### src/rtl/core/utf8v_pkg.sv
// Package for the UTF-8 stream validator.
// Holds the error codes, the decoder state struct, the byte constants and the code point bounds.
// No dependencies.
`default_nettype none

package utf8v_pkg;

	typedef enum logic [2:0] {
		ERR_NONE     = 3'd0,
		ERR_NUL      = 3'd1,
		ERR_LEAD     = 3'd2,
		ERR_CONT     = 3'd3,
		ERR_TRUNC    = 3'd4,
		ERR_OVERLONG = 3'd5,
		ERR_SURR     = 3'd6,
		ERR_RANGE    = 3'd7
	} err_kind_t;

	localparam int CODE_W = 21;

	localparam logic [7:0] LEAD2_MASK = 8'hE0;
	localparam logic [7:0] LEAD2_VAL  = 8'hC0;
	localparam logic [7:0] LEAD3_MASK = 8'hF0;
	localparam logic [7:0] LEAD3_VAL  = 8'hE0;
	localparam logic [7:0] LEAD4_MASK = 8'hF8;
	localparam logic [7:0] LEAD4_VAL  = 8'hF0;
	localparam logic [7:0] CONT_MASK  = 8'hC0;
	localparam logic [7:0] CONT_VAL   = 8'h80;

	localparam logic [CODE_W-1:0] MIN_CP2   = 21'h000080;
	localparam logic [CODE_W-1:0] MIN_CP3   = 21'h000800;
	localparam logic [CODE_W-1:0] MIN_CP4   = 21'h010000;
	localparam logic [CODE_W-1:0] SURR_LO   = 21'h00D800;
	localparam logic [CODE_W-1:0] SURR_HI   = 21'h00DFFF;
	localparam logic [CODE_W-1:0] MAX_CP    = 21'h10FFFF;

	typedef struct packed {
		logic [1:0]        bytes_left;
		logic [1:0]        seq_length;
		logic [CODE_W-1:0] code_acc;
		err_kind_t         first_error;
		logic              saw_nul;
		logic              seq_bad;
	} dec_state_t;

	localparam dec_state_t DEC_RESET = '{
		bytes_left:  2'd0,
		seq_length:  2'd0,
		code_acc:    '0,
		first_error: ERR_NONE,
		saw_nul:     1'b0,
		seq_bad:     1'b0
	};

endpackage

`default_nettype wire

### src/rtl/core/utf8v_decode.sv
// Per-byte decode step of the UTF-8 stream validator.
// Maps the current decoder state and one byte to the next state and verdict.
// Depends on utf8v_pkg.
`default_nettype none

module utf8v_decode (
	input  utf8v_pkg::dec_state_t cur,
	input  logic [7:0]            data_byte,
	input  logic                  last_byte,
	output utf8v_pkg::dec_state_t nxt,
	output utf8v_pkg::err_kind_t  error_kind,
	output logic                  is_valid
);
	import utf8v_pkg::*;

	dec_state_t        upd;
	logic [CODE_W-1:0] acc_next;
	logic [1:0]        left_next;
	err_kind_t         fin;

	assign acc_next  = {cur.code_acc[CODE_W-7:0], data_byte[5:0]};
	assign left_next = cur.bytes_left - 2'd1;

	always_comb begin
		if (cur.seq_bad || ((data_byte & CONT_MASK) != CONT_VAL)) begin
			fin = ERR_CONT;
		end else if ((cur.seq_length == 2'd1) && (acc_next < MIN_CP2)) begin
			fin = ERR_OVERLONG;
		end else if ((cur.seq_length == 2'd2) && (acc_next < MIN_CP3)) begin
			fin = ERR_OVERLONG;
		end else if ((cur.seq_length == 2'd3) && (acc_next < MIN_CP4)) begin
			fin = ERR_OVERLONG;
		end else if ((acc_next >= SURR_LO) && (acc_next <= SURR_HI)) begin
			fin = ERR_SURR;
		end else if (acc_next > MAX_CP) begin
			fin = ERR_RANGE;
		end else begin
			fin = ERR_NONE;
		end
	end

	always_comb begin
		upd = cur;
		if (data_byte == 8'h00) begin
			upd.saw_nul = 1'b1;
		end
		if (cur.first_error == ERR_NONE) begin
			if (cur.bytes_left == 2'd0) begin
				priority if (!data_byte[7]) begin
				end else if ((data_byte & LEAD2_MASK) == LEAD2_VAL) begin
					if (data_byte[4:1] == 4'd0) begin
						upd.first_error = ERR_OVERLONG;
					end else begin
						upd.bytes_left = 2'd1;
						upd.seq_length = 2'd1;
						upd.code_acc   = {16'd0, data_byte[4:0]};
						upd.seq_bad    = 1'b0;
					end
				end else if ((data_byte & LEAD3_MASK) == LEAD3_VAL) begin
					upd.bytes_left = 2'd2;
					upd.seq_length = 2'd2;
					upd.code_acc   = {17'd0, data_byte[3:0]};
					upd.seq_bad    = 1'b0;
				end else if ((data_byte & LEAD4_MASK) == LEAD4_VAL) begin
					upd.bytes_left = 2'd3;
					upd.seq_length = 2'd3;
					upd.code_acc   = {18'd0, data_byte[2:0]};
					upd.seq_bad    = 1'b0;
				end else begin
					upd.first_error = ERR_LEAD;
				end
			end else begin
				if ((data_byte & CONT_MASK) != CONT_VAL) begin
					upd.seq_bad = 1'b1;
				end
				upd.code_acc   = acc_next;
				upd.bytes_left = left_next;
				if (left_next == 2'd0) begin
					upd.first_error = fin;
				end
			end
			if (upd.first_error != ERR_NONE) begin
				upd.bytes_left = 2'd0;
				upd.seq_bad    = 1'b0;
			end
		end
	end

	always_comb begin
		priority if (upd.saw_nul) begin
			error_kind = ERR_NUL;
		end else if (upd.first_error != ERR_NONE) begin
			error_kind = upd.first_error;
		end else if (upd.bytes_left != 2'd0) begin
			error_kind = ERR_TRUNC;
		end else begin
			error_kind = ERR_NONE;
		end
	end

	assign is_valid = (error_kind == ERR_NONE);
	assign nxt      = last_byte ? DEC_RESET : upd;

endmodule

`default_nettype wire

### src/rtl/core/utf8_stream_validator.sv
// Top level of the strict UTF-8 stream validator.
// Input register, decoder state, result register; uses utf8v_decode and utf8v_pkg.
//
// Usage:
//   Slave channel s_*: one message byte per transaction, s_tlast on the final byte.
//   Master channel m_*: one verdict per message, sent after its final byte.
//   A byte is registered in the input register when it is accepted and is
//   decoded from there; the verdict of a final byte passes from the input
//   register through the result register to m_*. One byte per cycle is
//   sustained unless a final byte waits; the decode step on the input register sets that figure.
//   When the receiver stalls, the verdict holds in the result register and the
//   input register still takes bytes; a further final byte waits in the input
//   register, and s_tready drops only while it does.
//   Reset clears the decoder state and both valid flags; the next byte begins
//   a new message. The decoder also returns to its reset state after each
//   final byte.
`default_nettype none

module utf8_stream_validator (
	input  logic       clk,
	input  logic       arst_n,
	input  logic       s_tvalid,
	output logic       s_tready,
	input  logic [7:0] s_tdata,   // [7:0] data_byte
	input  logic       s_tlast,   // last_byte
	output logic       m_tvalid,
	input  logic       m_tready,
	output logic [7:0] m_tdata    // [0] is_valid, [3:1] error_kind, [7:4] zero
);
	import utf8v_pkg::*;

	logic       vld_s1;
	logic [7:0] byte_s1;
	logic       last_s1;
	logic       adv_s1;

	dec_state_t state_q;
	dec_state_t state_nxt;
	err_kind_t  kind_c;
	logic       valid_c;

	logic       out_vld_q;
	err_kind_t  out_kind_q;
	logic       out_ok_q;

	assign adv_s1   = vld_s1 && (!last_s1 || !out_vld_q || m_tready);
	assign s_tready = !vld_s1 || adv_s1;

	always_ff @(posedge clk or negedge arst_n) begin
		if (!arst_n) begin
			vld_s1 <= 1'b0;
		end else if (s_tready) begin
			vld_s1 <= s_tvalid;
		end
	end

	always_ff @(posedge clk) begin
		if (s_tready && s_tvalid) begin
			byte_s1 <= s_tdata;
			last_s1 <= s_tlast;
		end
	end

	utf8v_decode u_decode (
		.cur        (state_q),
		.data_byte  (byte_s1),
		.last_byte  (last_s1),
		.nxt        (state_nxt),
		.error_kind (kind_c),
		.is_valid   (valid_c)
	);

	always_ff @(posedge clk or negedge arst_n) begin
		if (!arst_n) begin
			state_q <= DEC_RESET;
		end else if (adv_s1) begin
			state_q <= state_nxt;
		end
	end

	always_ff @(posedge clk or negedge arst_n) begin
		if (!arst_n) begin
			out_vld_q <= 1'b0;
		end else if (adv_s1 && last_s1) begin
			out_vld_q <= 1'b1;
		end else if (m_tready) begin
			out_vld_q <= 1'b0;
		end
	end

	always_ff @(posedge clk) begin
		if (adv_s1 && last_s1) begin
			out_kind_q <= kind_c;
			out_ok_q   <= valid_c;
		end
	end

	assign m_tvalid = out_vld_q;
	assign m_tdata  = {4'd0, out_kind_q, out_ok_q};

endmodule

`default_nettype wire

### config.mk
export PLATFORM = sky130hd
export DESIGN_NAME = utf8_stream_validator
export DESIGN_NICKNAME = d
export VERILOG_FILES = /design/src/rtl/core/utf8v_pkg.sv /design/src/rtl/core/utf8v_decode.sv /design/src/rtl/core/utf8_stream_validator.sv
export SDC_FILE = /design/constraint.sdc
export NUM_CORES = 1
export LEC_CHECK = 0
export ABC_AREA = 1
export BUFFER_PORTS_ARGS = -buffer_cell sky130_fd_sc_hd__buf_4
export CORE_MARGIN = 2
export CORE_UTILIZATION = 62
export CTS_CLUSTER_SIZE = 8
export DETAILED_ROUTE_END_ITERATION = 10
export GPL_ROUTABILITY_DRIVEN = 0
export PLACE_DENSITY_LB_ADDON = 0.15
export SLEW_MARGIN = 20
export SYNTH_ARGS = -nofsm -noshare
export SYNTH_HDL_FRONTEND = slang
export SYNTH_SLANG_ARGS = --single-unit
### constraint.sdc
create_clock -name clk -period 2.5 [get_ports clk]
set_input_delay 0.125 -clock clk [delete_from_list [all_inputs] [get_ports clk]]
set_output_delay 0.125 -clock clk [all_outputs]
set_load 0.02 [all_outputs]
==> metrics.cfg <==
[route]
dr.pass1.iters = 4
drtIter0Drc = 83
wl_per_cell_um = 12.59
vias = 1683
drc_errors = 0
antenna_left = 0
drt-total-wl_um = 4053
viasPerCell = 5.227

[floorplan]
core_um2 = 3284
die_y_um = 62.25
dieWidth_um = 62.25
dieArea_um2 = 3874
row_count = 21
start_util = 0.6404
ioPinCount = 23

[clock_network]
clk_pin_slew_ns = 0.11
post_cts_buffers = 0
cts-resized-gates = 0
cts_buffer_depth = 2
cts_made_buffers = 5
tritoncts = done
cts_root_buffer = clkbuf_4
hold_buffers = 11
htreeDepth = 2
clk_latency_ns = 0.35
clock-sinks = 39

[layout]
ff_latch_area_um2 = 1041
n_antenna_cell = 0
fillers = 249
area_delta_synth_final_pct = 14.40
drive_gt1_frac = 0.2283
multi_input_area_um2 = 885.9
instances_no_fill = 322
final_nets = 288

[logic_synthesis]
synth.top_cell.area_share = 0.3093
synth_edf_count = 13
synth_top_area_cell = dfrtp_1
synth.distinct_cells = 33
ys.flop_type = dfrtp_1
yosysWarnings = 0
synthTopCellsByArea = dfrtp_1 (31%), edfxtp_1 (19%), nand2_1 (8.7%)
ys_ff_latch = 39
ys_top_cells_by_count = nand2_1 (49), dfrtp_1 (26), nand3_1 (26)
yosysSeqAreaShare = 0.4949
synthCells = 244
syn_area_um2 = 2103
synth.most_common_cell = nand2_1
avgSynthCellArea_um2 = 8.620
async_reset_ff_frac = 0.6667

[setup_path]
crit_type = reg -> reg
crit_fanout = 5
cp.required_ns = 2.63
arrival_ns = 1.86
start_kind = flip-flop
crit_path_end_kind = flip-flop

[job]
drv_cap = 0

[timing]
max_freq_ghz = 0.5778
skew_ns = 0.007222
rsz0062_at_grt = false
fin_crit_sh = 0.6923
final_hold_viol_count = 0
finalSetupViolCount = 0
relSlewSlack = 0.6593
drv_slew = 0
worstMarginPinSlew_ns = 0.5094
tns_ns = 0
fin_crit_ns = 1.731

[grt]
track_usage = 0.2400
grt_pass1_vias = 1657
grt_overflow = 0
antenna_found_initial = 0
grt_pass1_wl_um = 7300
grt_start_max_net_pins = 27

[pwr]
leakage_nw = 1.084
irDropWorstVdd_uv = 602.2
pwr_density_cell_nw_per_um2 = 836.5

[placement]
hpwl_um = 2937
dpl.cell_count = 303
numPortBuffers = 18

[run_status]
status = finished clean

[worst_hold_path]
hp-class = in -> reg

area by class of cell:
class	count	area share
Clock buffer	7	0.01872
Multi-Input combinational cell	167	0.3682
Inverter	33	0.05252
Timing Repair Buffer	29	0.1019
Clock inverter	1	0.002080
Tap cell	46	0.02392
Sequential cell	39	0.4327
critical path, cell delays in order, from the launching register on:
cell and delay, ns:
edfxtp_1 0.41, inv_1 0.16, nand3_1 0.17, nor2_4 0.16, o21ai_1 0.08, a21oi_2 0.15
nand3_1 0.11, nand2_1 0.08, nand2_1 0.06, nand3_1 0.08, inv_1 0.03
cells in the final DEF, fill, tap and decap left out, drive strengths merged, types with 3 or more instances in the layout:
master and count:
a21oi 8, buf 18, clkbuf 7, conb 4, dfrtp 26, dlygate4sd3 11
edfxtp 13, inv 33, nand2 56, nand3 32, nor2 26, nor3 4
o211ai 3, o21ai 27
kinds of logic (layout without fill, tap and decap cells):
logic type	after synthesis	in the layout	synth area share
AOI/OAI and AO/OA	45	45	0.1374
DFF	39	39	0.4949
buffers and inverters	41	70	0.08923
other	1	4	0.001783
and+or+nand+nor	118	118	0.2766
final timing paths:
check / slack [ns] / cells past startpoint / endpoint / startpoint
min in group asynchronous: 0.21 / 2 / state_q[7]$_DFFE_PN0P_ / arst_n
hold reg to reg: 0.50 / 2 / state_q[5]$_DFFE_PN0P_ / state_q[5]$_DFFE_PN0P_
setup reg to reg: 0.77 / 10 / out_ok_q$_DFFE_PP_ / byte_s1[4]$_DFFE_PP_
max in group asynchronous: 2.04 / 2 / vld_s1$_DFFE_PN0N_ / arst_n
hold / removal: 0.01 / 2 / m_tvalid$_DFFE_PN0P_ / m_tready
setup / recovery: 0.77 / 10 / out_ok_q$_DFFE_PP_ / byte_s1[4]$_DFFE_PP_
layer usage:
layer	vias to the layer above	routed length (um)	GRT usage
met4	0	58	0.07222
met3	9	226	0.06341
li1	860	-	-
met2	50	1948	0.3981
met5	-	0	0
met1	764	1820	0.3117
stage by stage:
stage | cell area (um^2) | total power [mW] | util | setup WS, ns | hold WS (ns)
final | 2406 | 2.013 | 0.7326 | 0.7693 | 0.01355
after global routing | 2406 | 2.166 | 0.7326 | 0.5204 | 0.01632
after CTS | 2406 | 2.010 | 0.7326 | 0.7798 | 0.006663
after detailed placement | 2246 | 1.693 | 0.6838 | 0.7853 | 0.05305
after global placement | 2246 | 1.680 | 0.6838 | 0.8063 | 0.05565
after floorplan | 2115 | 1.526 | - | 0.9577 | -0.1706
power breakdown:
| group | internal, mW | total (mW) | switching [mW] |
|---|---|---|---|
| combinational | 0.277 | 0.826 | 0.549 |
| clock | 0.110 | 0.308 | 0.199 |
| sequential | 0.790 | 0.878 | 0.0884 |
| total | 1.18 | 2.01 | 0.836 |
flip-flops by register name (all words and copies together), names as in the netlist:
signal	count
last_s1	1
out_kind_q	3
vld_s1	1
state_q	24
byte_s1	8
out_ok_q	1
m_tvalid	1
Power figures use the tool's default switching activity.
